===== src/hdl/prc_pkg.sv =====
// Package for the pointer report coalescer: codes, widths, queue sizing, the
// 16-bit saturation helper and the queue pointer helper. No dependencies.
`timescale 1ns / 1ps

package prc_pkg;

  // Button-edge snapshot queue.
  localparam int QUEUE_DEPTH = 4;
  localparam int QIDX_W = (QUEUE_DEPTH > 1) ? $clog2(QUEUE_DEPTH) : 1;
  localparam int QCNT_W = $clog2(QUEUE_DEPTH + 1);

  localparam int NUM_BUTTONS = 5;
  localparam int STALE_W = 16;
  localparam logic [STALE_W-1:0] STALE_RESET = 16'd100;

  localparam logic signed [15:0] DELTA_MIN = 16'sh8000;
  localparam logic signed [15:0] DELTA_MAX = 16'sh7FFF;

  // Stream widths.
  localparam int S_TDATA_W = 72;
  localparam int S_TUSER_W = 5;
  localparam int M_TDATA_W = 72;
  localparam int M_TUSER_W = 2;

  // Register map (index = paddr[2]).
  localparam logic REG_STALE_LIMIT = 1'b0;

  typedef enum logic [1:0] {
    ACT_MOTION = 2'd0,
    ACT_KEY    = 2'd1,
    ACT_OTHER  = 2'd2,
    ACT_RETRY  = 2'd3
  } action_t;

  typedef enum logic [1:0] {
    RK_REPORT    = 2'd0,
    RK_RETRY     = 2'd1,
    RK_UNHANDLED = 2'd2
  } kind_t;

  localparam logic [2:0] AXIS_X  = 3'd0;
  localparam logic [2:0] AXIS_Y  = 3'd1;
  localparam logic [2:0] AXIS_WV = 3'd2;
  localparam logic [2:0] AXIS_WH = 3'd3;

  typedef enum logic [2:0] {
    ST_IDLE,
    ST_EXEC,
    ST_AGE,
    ST_PLAN,
    ST_REPLAY,
    ST_REPORT,
    ST_RETRY,
    ST_NOTHAND
  } state_t;

  // Saturate a 32-bit two's complement value to 16 bits.
  function automatic logic [15:0] sat16(input logic [31:0] v);
    logic fits;
    begin
      fits = (v[31:15] == 17'h00000) || (v[31:15] == 17'h1FFFF);
      if (fits) begin
        sat16 = v[15:0];
      end else if (v[31]) begin
        sat16 = DELTA_MIN;
      end else begin
        sat16 = DELTA_MAX;
      end
    end
  endfunction

  // Advance a queue pointer with wrap at the queue depth.
  function automatic logic [QIDX_W-1:0] qinc(input logic [QIDX_W-1:0] p);
    begin
      if (p == QIDX_W'(QUEUE_DEPTH - 1)) begin
        qinc = '0;
      end else begin
        qinc = p + 1'b1;
      end
    end
  endfunction

endpackage


===== src/hdl/pointer_report_coalescer.sv =====
// Top level of the pointer report coalescer: input latch, sequencer, shared
// 32-bit adder, snapshot queue, output register and APB register. Uses prc_pkg.
`timescale 1ns / 1ps

// Pointer report coalescer. Input events arrive as one transfer each on the
// s_ stream and are handled one at a time: s_tready is high only while the
// sequencer is idle. A key or motion event first updates the motion sums or
// button mask through a single shared 32-bit adder; a retry expiry skips the
// update, and any other event for an endpoint that is not ready is handed
// back unhandled. Events that lead to a send then use the same adder to
// compute the motion age, and a plan step decides whether the report goes
// out. After that the results go out on the m_ stream, held while m_tready
// is low: first the queued button snapshots, oldest first, then the current
// report. The output register lets the block accept the next event while the
// last result of the previous one still waits. Configuration is a single APB
// register, stale_limit_ms at byte address 0, to be written only while the
// block is idle; there is no clearing pass after reset.
module pointer_report_coalescer (
  input  logic        clk,
  input  logic        rst,
  // Event input stream.
  input  logic        s_tvalid,
  output logic        s_tready,
  // s_tdata, low bit up: amount[31:0], endpoint_ready[32], link_busy[33],
  // now_ms[65:34], zero fill [71:66].
  input  logic [prc_pkg::S_TDATA_W-1:0] s_tdata,
  // s_tuser, low bit up: action[1:0], sub_code[4:2].
  input  logic [prc_pkg::S_TUSER_W-1:0] s_tuser,
  input  logic        s_tlast,        // sync_flag
  // Result stream.
  output logic        m_tvalid,
  input  logic        m_tready,
  // m_tdata, low bit up: button_mask[4:0], delta_x[20:5], delta_y[36:21],
  // wheel_v[52:37], wheel_h[68:53], zero fill [71:69].
  output logic [prc_pkg::M_TDATA_W-1:0] m_tdata,
  // m_tuser: result_kind[1:0].
  output logic [prc_pkg::M_TUSER_W-1:0] m_tuser,
  output logic        m_tlast,        // last_of_run
  // APB configuration port.
  input  logic        psel,
  input  logic        penable,
  input  logic        pwrite,
  input  logic [2:0]  paddr,
  input  logic [31:0] pwdata,
  output logic [31:0] prdata,
  output logic        pready
);

  // Configuration register.
  logic [prc_pkg::STALE_W-1:0] stale_limit_ms;

  // Sequencer.
  prc_pkg::state_t state, state_next;

  // Latched input event.
  prc_pkg::action_t in_action;
  logic [2:0]       in_code;
  logic [31:0]      in_amount;
  logic             in_sync;
  logic             in_ready;
  logic             in_busy;
  logic [31:0]      in_now;

  // Coalescing state.
  logic [prc_pkg::NUM_BUTTONS-1:0] held_buttons, held_buttons_next;
  logic [31:0] sum_x, sum_x_next;
  logic [31:0] sum_y, sum_y_next;
  logic [31:0] sum_wheel_v, sum_wheel_v_next;
  logic [31:0] sum_wheel_h, sum_wheel_h_next;
  logic [31:0] accum_start, accum_start_next;
  logic [31:0] age, age_next;
  logic        changed, changed_next;
  logic        send_rep, send_rep_next;

  // Snapshot queue, kept as a ring: head is the oldest entry.
  logic [prc_pkg::NUM_BUTTONS-1:0] edge_q [prc_pkg::QUEUE_DEPTH];
  logic [prc_pkg::QIDX_W-1:0] q_head, q_head_next;
  logic [prc_pkg::QCNT_W-1:0] q_count, q_count_next;
  logic [prc_pkg::QCNT_W:0]   tail_sum;
  logic [prc_pkg::QIDX_W-1:0] q_tail;
  logic                       q_we;
  logic [prc_pkg::NUM_BUTTONS-1:0] q_wdata;

  // Shared adder.
  logic [31:0] alu_a, alu_b, alu_y;
  logic        alu_sub;

  // Output register load.
  logic        out_free;
  logic        out_load;
  prc_pkg::kind_t out_kind;
  logic [prc_pkg::NUM_BUTTONS-1:0] out_mask;
  logic [15:0] out_x, out_y, out_wv, out_wh;
  logic        out_last;

  prc_pkg::kind_t r_kind;
  logic [prc_pkg::NUM_BUTTONS-1:0] r_mask;
  logic [15:0] r_x, r_y, r_wv, r_wh;
  logic        r_last;

  // Helpers.
  logic                            s_fire;
  logic [prc_pkg::NUM_BUTTONS-1:0] btn_bit;
  logic                            sums_nz;
  logic                            is_stale;
  logic                            chg;

  assign s_fire   = s_tvalid && s_tready;
  assign s_tready = (state == prc_pkg::ST_IDLE);
  assign out_free = !m_tvalid || m_tready;
  assign alu_y    = alu_a + (alu_sub ? ~alu_b : alu_b) + {31'd0, alu_sub};
  assign btn_bit  = prc_pkg::NUM_BUTTONS'(1) << in_code;
  assign sums_nz  = |(sum_x | sum_y | sum_wheel_v | sum_wheel_h);
  assign is_stale = (accum_start != 32'd0) &&
                    ((age[31:16] != 16'd0) || (age[15:0] > stale_limit_ms));

  // The write slot is the entry after the newest; when the ring is full it
  // lands on the oldest entry, which is then dropped.
  assign tail_sum = (prc_pkg::QCNT_W+1)'(q_head) + (prc_pkg::QCNT_W+1)'(q_count);
  assign q_tail   = (tail_sum >= (prc_pkg::QCNT_W+1)'(prc_pkg::QUEUE_DEPTH)) ?
                    prc_pkg::QIDX_W'(tail_sum - (prc_pkg::QCNT_W+1)'(prc_pkg::QUEUE_DEPTH)) :
                    prc_pkg::QIDX_W'(tail_sum);

  // APB: always ready, one register.
  assign pready = 1'b1;
  always_comb begin
    prdata = 32'd0;
    if (paddr[2] == prc_pkg::REG_STALE_LIMIT) begin
      prdata = {16'd0, stale_limit_ms};
    end
  end

  always_ff @(posedge clk) begin
    if (rst) begin
      stale_limit_ms <= prc_pkg::STALE_RESET;
    end else if (psel && penable && pwrite && pready &&
                 (paddr[2] == prc_pkg::REG_STALE_LIMIT)) begin
      stale_limit_ms <= pwdata[prc_pkg::STALE_W-1:0];
    end
  end

  // Sequencer: next state, shared adder operands and result loads.
  always_comb begin
    state_next        = state;
    held_buttons_next = held_buttons;
    sum_x_next        = sum_x;
    sum_y_next        = sum_y;
    sum_wheel_v_next  = sum_wheel_v;
    sum_wheel_h_next  = sum_wheel_h;
    accum_start_next  = accum_start;
    age_next          = age;
    changed_next      = changed;
    send_rep_next     = send_rep;
    q_head_next       = q_head;
    q_count_next      = q_count;
    q_we              = 1'b0;
    q_wdata           = held_buttons;
    alu_a             = 32'd0;
    alu_b             = in_amount;
    alu_sub           = 1'b0;
    chg               = 1'b0;
    out_load          = 1'b0;
    out_kind          = prc_pkg::RK_REPORT;
    out_mask          = '0;
    out_x             = 16'd0;
    out_y             = 16'd0;
    out_wv            = 16'd0;
    out_wh            = 16'd0;
    out_last          = 1'b0;

    case (state)
      prc_pkg::ST_IDLE: begin
        if (s_fire) begin
          state_next = prc_pkg::ST_EXEC;
        end
      end

      prc_pkg::ST_EXEC: begin
        // The adder takes the selected sum plus the motion delta.
        case (in_code)
          prc_pkg::AXIS_X:  alu_a = sum_x;
          prc_pkg::AXIS_Y:  alu_a = sum_y;
          prc_pkg::AXIS_WV: alu_a = sum_wheel_v;
          prc_pkg::AXIS_WH: alu_a = sum_wheel_h;
          default:          alu_a = 32'd0;
        endcase
        if (in_action == prc_pkg::ACT_RETRY) begin
          state_next = in_busy ? prc_pkg::ST_RETRY : prc_pkg::ST_AGE;
        end else if (!in_ready) begin
          state_next = prc_pkg::ST_NOTHAND;
        end else begin
          if (in_action == prc_pkg::ACT_MOTION) begin
            // A zero time stamp would read as empty, so it is stored as 1.
            if (accum_start == 32'd0) begin
              accum_start_next = (in_now == 32'd0) ? 32'd1 : in_now;
            end
            case (in_code)
              prc_pkg::AXIS_X:  sum_x_next       = alu_y;
              prc_pkg::AXIS_Y:  sum_y_next       = alu_y;
              prc_pkg::AXIS_WV: sum_wheel_v_next = alu_y;
              prc_pkg::AXIS_WH: sum_wheel_h_next = alu_y;
              default: ;
            endcase
          end else if ((in_action == prc_pkg::ACT_KEY) &&
                       (in_code < 3'(prc_pkg::NUM_BUTTONS))) begin
            held_buttons_next = (in_amount != 32'd0) ? (held_buttons | btn_bit) :
                                                      (held_buttons & ~btn_bit);
            chg = (held_buttons_next != held_buttons);
          end
          changed_next = chg;
          if (in_sync || chg) begin
            if (in_busy) begin
              if (chg) begin
                q_we    = 1'b1;
                q_wdata = held_buttons_next;
                if (q_count == prc_pkg::QCNT_W'(prc_pkg::QUEUE_DEPTH)) begin
                  q_head_next = prc_pkg::qinc(q_head);
                end else begin
                  q_count_next = q_count + 1'b1;
                end
                state_next = prc_pkg::ST_RETRY;
              end else begin
                state_next = prc_pkg::ST_IDLE;
              end
            end else begin
              state_next = prc_pkg::ST_AGE;
            end
          end else begin
            state_next = prc_pkg::ST_IDLE;
          end
        end
      end

      prc_pkg::ST_AGE: begin
        alu_a      = in_now;
        alu_b      = accum_start;
        alu_sub    = 1'b1;
        age_next   = alu_y;
        state_next = prc_pkg::ST_PLAN;
      end

      prc_pkg::ST_PLAN: begin
        if (in_action == prc_pkg::ACT_RETRY) begin
          send_rep_next = (accum_start != 32'd0) && !is_stale && sums_nz;
        end else begin
          send_rep_next = changed || !is_stale;
        end
        if (q_count != '0) begin
          state_next = prc_pkg::ST_REPLAY;
        end else if (send_rep_next) begin
          state_next = prc_pkg::ST_REPORT;
        end else begin
          sum_x_next       = 32'd0;
          sum_y_next       = 32'd0;
          sum_wheel_v_next = 32'd0;
          sum_wheel_h_next = 32'd0;
          accum_start_next = 32'd0;
          state_next       = prc_pkg::ST_IDLE;
        end
      end

      prc_pkg::ST_REPLAY: begin
        if (out_free) begin
          out_load     = 1'b1;
          out_mask     = edge_q[q_head];
          out_last     = (q_count == prc_pkg::QCNT_W'(1)) && !send_rep;
          q_head_next  = prc_pkg::qinc(q_head);
          q_count_next = q_count - 1'b1;
          if (q_count == prc_pkg::QCNT_W'(1)) begin
            if (send_rep) begin
              state_next = prc_pkg::ST_REPORT;
            end else begin
              sum_x_next       = 32'd0;
              sum_y_next       = 32'd0;
              sum_wheel_v_next = 32'd0;
              sum_wheel_h_next = 32'd0;
              accum_start_next = 32'd0;
              state_next       = prc_pkg::ST_IDLE;
            end
          end
        end
      end

      prc_pkg::ST_REPORT: begin
        if (out_free) begin
          out_load         = 1'b1;
          out_mask         = held_buttons;
          out_x            = prc_pkg::sat16(sum_x);
          out_y            = prc_pkg::sat16(sum_y);
          out_wv           = prc_pkg::sat16(sum_wheel_v);
          out_wh           = prc_pkg::sat16(sum_wheel_h);
          out_last         = 1'b1;
          sum_x_next       = 32'd0;
          sum_y_next       = 32'd0;
          sum_wheel_v_next = 32'd0;
          sum_wheel_h_next = 32'd0;
          accum_start_next = 32'd0;
          state_next       = prc_pkg::ST_IDLE;
        end
      end

      prc_pkg::ST_RETRY: begin
        if (out_free) begin
          out_load   = 1'b1;
          out_kind   = prc_pkg::RK_RETRY;
          out_last   = 1'b1;
          state_next = prc_pkg::ST_IDLE;
        end
      end

      prc_pkg::ST_NOTHAND: begin
        if (out_free) begin
          out_load   = 1'b1;
          out_kind   = prc_pkg::RK_UNHANDLED;
          out_last   = 1'b1;
          state_next = prc_pkg::ST_IDLE;
        end
      end

      default: begin
        state_next = prc_pkg::ST_IDLE;
      end
    endcase
  end

  always_ff @(posedge clk) begin
    if (rst) begin
      state <= prc_pkg::ST_IDLE;
    end else begin
      state <= state_next;
    end
  end

  // Control and coalescing state.
  always_ff @(posedge clk) begin
    if (rst) begin
      held_buttons <= '0;
      sum_x        <= 32'd0;
      sum_y        <= 32'd0;
      sum_wheel_v  <= 32'd0;
      sum_wheel_h  <= 32'd0;
      accum_start  <= 32'd0;
      q_head       <= '0;
      q_count      <= '0;
      changed      <= 1'b0;
      send_rep     <= 1'b0;
    end else begin
      held_buttons <= held_buttons_next;
      sum_x        <= sum_x_next;
      sum_y        <= sum_y_next;
      sum_wheel_v  <= sum_wheel_v_next;
      sum_wheel_h  <= sum_wheel_h_next;
      accum_start  <= accum_start_next;
      q_head       <= q_head_next;
      q_count      <= q_count_next;
      changed      <= changed_next;
      send_rep     <= send_rep_next;
    end
  end

  // Payload registers: input latch, age and queue entries.
  always_ff @(posedge clk) begin
    age <= age_next;
    if (s_fire) begin
      in_action <= prc_pkg::action_t'(s_tuser[1:0]);
      in_code   <= s_tuser[4:2];
      in_amount <= s_tdata[31:0];
      in_ready  <= s_tdata[32];
      in_busy   <= s_tdata[33];
      in_now    <= s_tdata[65:34];
      in_sync   <= s_tlast;
    end
    if (q_we) begin
      edge_q[q_tail] <= q_wdata;
    end
  end

  // Output register.
  always_ff @(posedge clk) begin
    if (rst) begin
      m_tvalid <= 1'b0;
    end else if (out_load) begin
      m_tvalid <= 1'b1;
    end else if (m_tready) begin
      m_tvalid <= 1'b0;
    end
  end

  always_ff @(posedge clk) begin
    if (out_load) begin
      r_kind <= out_kind;
      r_mask <= out_mask;
      r_x    <= out_x;
      r_y    <= out_y;
      r_wv   <= out_wv;
      r_wh   <= out_wh;
      r_last <= out_last;
    end
  end

  assign m_tdata = {3'd0, r_wh, r_wv, r_y, r_x, r_mask};
  assign m_tuser = r_kind;
  assign m_tlast = r_last;

endmodule


===== config.mk =====
export PLATFORM = sky130hd
export DESIGN_NAME = pointer_report_coalescer
export DESIGN_NICKNAME = d
export VERILOG_FILES = /design/src/hdl/prc_pkg.sv /design/src/hdl/pointer_report_coalescer.sv
export SDC_FILE = /design/constraint.sdc
export NUM_CORES = 1
export LEC_CHECK = 0
export ABC_AREA = 1
export ABC_CLOCK_PERIOD_IN_PS = 9800
export BUFFER_PORTS_ARGS = -buffer_cell sky130_fd_sc_hd__buf_2
export CAP_MARGIN = 20
export CELL_PAD_IN_SITES_DETAIL_PLACEMENT = 1
export CELL_PAD_IN_SITES_GLOBAL_PLACEMENT = 1
export CORE_MARGIN = 3
export CORE_UTILIZATION = 47
export DETAILED_ROUTE_END_ITERATION = 7
export HOLD_SLACK_MARGIN = 0.06
export PLACE_DENSITY_LB_ADDON = 0.1
export SLEW_MARGIN = 15
export SYNTH_ARGS = -nofsm -noshare
export SYNTH_HDL_FRONTEND = slang
export SYNTH_SLANG_ARGS = --single-unit
export TNS_END_PERCENT = 30

===== constraint.sdc =====
create_clock -name clk -period 9.8 [get_ports clk]
set_input_delay 1.47 -clock clk [delete_from_list [all_inputs] [get_ports clk]]
set_output_delay 1.47 -clock clk [all_outputs]
set_load 0.05 [all_outputs]

# After elaboration in Yosys (flattened, before gate mapping)
# Memories as Yosys holds them, arrays and structs flattened. A register that Yosys moved wholly into a read port is not among the register bits.
# Cells that the tools add are included.
# totals
ff_bits	368
ramBits	20
out_inout_bits	110
mem_count	1
# mem_list
memory	depth	word_bits	read_ports	rd_clocked_by_memory_dff	write_ports	line_no	text
edge_q	4	5	1	1	1	pointer_report_coalescer.sv:76	logic [prc_pkg::NUM_BUTTONS-1:0] edge_q [prc_pkg::QUEUE_DEPTH];
# op_classes
add_sub_neg	7
order_cmp	3
eq_ne	41
n_shift	1
mux	116
bitwise_logic	9
n_reduce_logical	49
# ops
cell	n
32-bit 2-to-1 mux	29
32-bit one-hot mux with 4 select lines	6
16-bit 2-to-1 mux	9
32-bit bitwise OR	3
17-bit == test (second input constant)	4
17-bit logical NOT	4
32-bit logical NOT	2
32-bit one-hot mux with 2 select lines	1
32-bit nonzero test	2
3-bit 2-to-1 mux	20
5-bit 2-to-1 mux	11
11-bit AND reduction	5
32-bit by 1-bit adder with 32-bit output	1
32-bit adder	1
32-bit inverter	1
32-bit OR reduction	1
2-bit inequality test (second input constant)	15
2-bit 2-to-1 mux	12
1-bit 2-to-1 mux	22
3-bit one-hot mux with 6 select lines	1
16-bit greater-than comparator	1
8-bit AND reduction	2
16-bit nonzero test	1
3-bit == test (second input constant)	5
other kinds (35)	67

# Depth between registers and ports, before layout
# depth
ltp_word	18
mapped_depth	27
depth_no_buf	27

# Worst setup path before layout
# No wires, ideal clock.
# synth_path
path_type	input to register
startpoint	input port s_tvalid
endpoint	register in_action[0], enable pin
setup_time_ns	0.591
arrival_ns	6.387
required_ns	9.209
setup_slack_ns	2.822
path_stages	2
n_path_buf	0
path_cell_list	inv_1 nor3_1
# synth_between
elab_chain_len	1
# synth_rtl
element	line_no	text
start, declared	pointer_report_coalescer.sv:22	input logic s_tvalid,
1-bit logical AND	pointer_report_coalescer.sv:108	assign s_fire = s_tvalid && s_tready;
net s_fire	pointer_report_coalescer.sv:102	logic s_fire;
end signal, assigned	pointer_report_coalescer.sv:365	in_action <= prc_pkg::action_t'(s_tuser[1:0]);
end, declared	pointer_report_coalescer.sv:56	prc_pkg::action_t in_action;
# The timed path passes the listed nets, and every way through them passes these cells.
# A chain may end at the register's enable or synchronous reset.

# Worst setup path after layout
# layout_path
startpoint	register in_code[2]
endpoint	register sum_wheel_v[26]
# layout_between
elab_chain_len	10
# layout_rtl
element	line_no	text
start, declared	pointer_report_coalescer.sv:57	logic [2:0] in_code;
start signal, assigned	pointer_report_coalescer.sv:366	in_code <= s_tuser[4:2];
3-bit by 2-bit == test with 1-bit output (tied with other cells)	pointer_report_coalescer.sv:180	case (in_code)
32-bit one-hot mux with 4 select lines	pointer_report_coalescer.sv:180	
32-bit one-hot mux with 2 select lines	pointer_report_coalescer.sv:171	case (state)
32-bit adder	pointer_report_coalescer.sv:111	assign alu_y = alu_a + (alu_sub ? ~alu_b : alu_b) + {31'd0, alu_sub};
32-bit by 1-bit adder with 32-bit output	pointer_report_coalescer.sv:111	
32-bit 2-to-1 mux	pointer_report_coalescer.sv:197	case (in_code)
32-bit 2-to-1 mux	pointer_report_coalescer.sv:192	if (in_action == prc_pkg::ACT_MOTION) begin
32-bit 2-to-1 mux	pointer_report_coalescer.sv:189	end else if (!in_ready) begin
32-bit 2-to-1 mux	pointer_report_coalescer.sv:187	if (in_action == prc_pkg::ACT_RETRY) begin
32-bit one-hot mux with 4 select lines	pointer_report_coalescer.sv:171	
end signal, assigned	pointer_report_coalescer.sv:351	sum_wheel_v <= sum_wheel_v_next;
end, declared	pointer_report_coalescer.sv:68	logic [31:0] sum_wheel_v, sum_wheel_v_next;
# Several ways; a longest one is shown, not always the timed one. The select of a mux whose other input is x is not followed.

==> impl_results.md <==
- Post-CTS setup buffer count: 0
- Post-cts resize count: 0
- GPL Wtd Cong: 0.931
- Max-cap violations: 0
- Cell Area, Synth: 0.0195 mm2
- Antenna Nets Post-Route: 0
- Global Route Usage Sum: 0.301
- Die height: 210 um
- YS warnings: 0
- Initial Utilization: 0.477
- Largest net degree at the start of global routing: 90
- Leak: 0.00902 uW
- Pwr Density: 395 mW/mm2
- Seq cells post-synth: 390
- Synth Instances: approximately 2400
- CTS buffer count: 43
- Wire per inst: roughly 22 um
- Total Neg Setup Slack: 0 ns
- Number of diodes: 0
- Chip width: ~210 um
- Worst Hold Class: reg2reg
- CP cell instances: inv_2, nand3_2, clkinv_1, a221oi_1, o22ai_1, ha_1, nand2_1, nor4_1, nand4_1, nand3_1, inv_1, o21ai_1, inv_1, nand2_1, nand2_1, nor2_1, nand2_1, a21oi_1
- Die area: 0.0440 mm2
- Slowest stage cell, crit path: a221oi_1
- RSZ-0062 raised after global routing: false
- Final Slew Violations: 0
- Vias in the first global route: roughly 18000
- Area added between synthesis and finish: 13.4%
- Arrival @ worst endpoint: 5.89 ns
- # setup viols final: 0
- Hold_ws: 0.470 ns
- Final Power: a little under 9000 uW
- Hold_buf cts: 0
- GR Overflow Total: 0
- Clk slew on worst S/H paths: 0.06 ns
- Crit path top cell by count: nand2_1
- Unique masters post-synth: 56
- Pre-CTS setup slack: 4.60 ns
- Synthesized area per cell: 8.20 um2
- Startpoint Class: register
- First-pass GRT wire length: approximately 100000 um
- WL final: 67700 um
- Post-DP HPWL: 49900 um
- Critical path required time: a little over 10 ns
- Vias per cell: 5.70
- Worst-path maximum fanout: 28
- Largest area contributor in the netlist: edfxtp_1
- Core area: between 0.04 and 0.05 mm2
- Fill cells: between 5000 and 6000
- CP Class: reg2reg
- Fin crit share: 0.549
- Clk root buf: clkbuf_16
- Skew-Pair Late Insertion Delay: 0.59 ns
- Nets: 2687
- Worst-Margin Slew: 1.03 ns
- Ports: 230
- IO Port Bufs: ~190
- Setup slack after layout: 4.42 ns
- Share of the synthesized area in the top cell type: 0.302
- H-tree depth: 2
- CP peak stage delay: 0.73 ns
- Fin Clk Skew: 0.0277 ns
- CTS tree: built
- Post-synthesis sequential area ratio: 0.501
- Synth top area cells: edfxtp_1 30%, dfxtp_1 20%, nand2_1 8.1%, a21oi_1 7.4%, inv_1 5.5%
- Min cycle time layout: 5.38 ns
- Final Hold Fails: 0
- DRC errors left: 0
- Share of layout cells above drive strength 1: 0.124
- Vias: 17575
- CP endpoint kind: register
- FMAX: 0.186 GHz
- Relative slew margins: 0.314
- DRT iter0 DRCs: approximately 1400
- Drt pass-1 iters: 7
- Initial antenna violation count: 0
- Max VDD drop: 0.234 mV
- Status: completed
- Clock tree sinks: 390
- Worst-case clock buffer depth: 3
- Row cnt: 74
## sequential cells by signal, indices dropped and copies added, names as in the netlist, 3 cells and up, named ones only
signal          cells
in_now             32
state               3
r_wv               16
sum_wheel_h        32
sum_x              32
stale_limit_ms     16
in_amount          32
accum_start        32
r_wh               16
sum_y              32
edge_q             20
held_buttons        5
r_mask              5
r_y                16
in_code             3
sum_wheel_v        32
age                32
r_x                16
q_count             3
## final timing paths
path / cells past startpoint / end / startpoint / slack (ns)
min reg2reg: 2 / sum_wheel_h[26]$_SDFFE_PP0P_ / sum_wheel_h[26]$_SDFFE_PP0P_ / 0.47
max: 18 / sum_wheel_v[26]$_SDFFE_PP0P_ / in_code[2]$_DFFE_PP_ / 4.42
max reg2reg: 18 / sum_wheel_v[26]$_SDFFE_PP0P_ / in_code[2]$_DFFE_PP_ / 4.42
min: 2 / sum_wheel_h[26]$_SDFFE_PP0P_ / sum_wheel_h[26]$_SDFFE_PP0P_ / 0.47
## final cells by class
| cell class | instances | area [um2] | area share |
|---|---|---|---|
| sequential | 390 | 9770 | 0.441 |
| multi-input combinational | 1578 | 8100 | 0.366 |
| clock buffer | 62 | 1240 | 0.0561 |
| inverter | 305 | 1150 | 0.0518 |
| timing repair buffer | 196 | 1010 | 0.0456 |
| tap | 532 | 666 | 0.0301 |
| clock inverter | 18 | 206 | 0.00933 |
## layout by cell type, fill, tap and decap left out, types with 30 or more instances in the layout
| cell type | instances |
|---|---|
| o22ai_1 | 63 |
| inv_1 | 285 |
| buf_2 | 185 |
| a21oi_1 | 289 |
| nor2_1 | 229 |
| nand2_1 | 422 |
| nand4_1 | 38 |
| edfxtp_1 | 196 |
| nand3_1 | 74 |
| dfxtp_1 | 194 |
| a221oi_1 | 30 |
| o21ai_0 | 180 |
| clkbuf_16 | 46 |
| nor3_1 | 32 |
| ha_1 | 52 |
## synth_stat cells (all sizes together)
| library cell | n |
|---|---|
| nand2 | 433 |
| inv | 302 |
| a21oi | 291 |
| nor2 | 236 |
| edfxtp | 196 |
| dfxtp | 194 |
| o21ai | 186 |
| clkbuf | 76 |
| nand3 | 76 |
| o22ai | 63 |
| ha | 52 |
| buf | 49 |
| nand4 | 38 |
| nor3 | 35 |
| a221oi | 30 |
| nor4 | 24 |
| xnor2 | 12 |
| xor2 | 12 |
| and2 | 9 |
| or2 | 9 |
| o21a | 8 |
| a31oi | 6 |
| nand3b | 6 |
| o211ai | 5 |
| o32ai | 5 |
| o21bai | 4 |
| a211oi | 3 |
| a21o | 3 |
| clkinv | 3 |
| a21boi | 2 |
| and3 | 2 |
| conb | 2 |
| o31ai | 2 |
| fa | 1 |
| o2111ai | 1 |
| o221a | 1 |
| o311ai | 1 |
| o31a | 1 |
| or4 | 1 |
## per-stage QoR
stage / utilization / instances / cell area [um2]
6_report: 0.541 / 3081 / 22100
4_1_cts: 0.541 / 3081 / 22100
3_5_place_dp: 0.506 / 3001 / 20700
3_3_place_gp: 0.506 / 3001 / 20700
5_1_grt: 0.541 / 3081 / 22100
2_1_floorplan: - / 2398 / 19600
## report_power, final
group / switching (uW) / leakage, uW / internal [uW]
registers: 407 / 0.00342 / 2370
clock network: 688 / 0.000704 / 992
logic: 3220 / 0.00490 / 1070
## cells by family after synthesis
group	count (synthesis)	share of synthesized area
flip-flops	390	0.501
AO/OA/AOI/OAI	612	0.173
adder cells (fa/ha/maj)	53	0.0344
other	2	0.000385
buffers and inverters	430	0.0897
AND/OR/NAND/NOR	869	0.190
XOR/XNOR	24	0.0119
## critical path, delay by kind of cell, from the launching register on
family / cells / cell delay [ns]
buf+inv: 4 / 0.82
compound gates: 4 / 1.23
fa+ha+maj: 1 / 0.43
simple gates: 9 / 2.28
flops: 1 / 0.52
## per-layer routing
metal,part of all wire,global-route usage
met1,0.42,0.384
met2,0.50,0.527
met5,0,0
met4,0.032,0.0993
met3,0.050,0.0405
No activity file was read; power rests on OpenSTA's default activity.
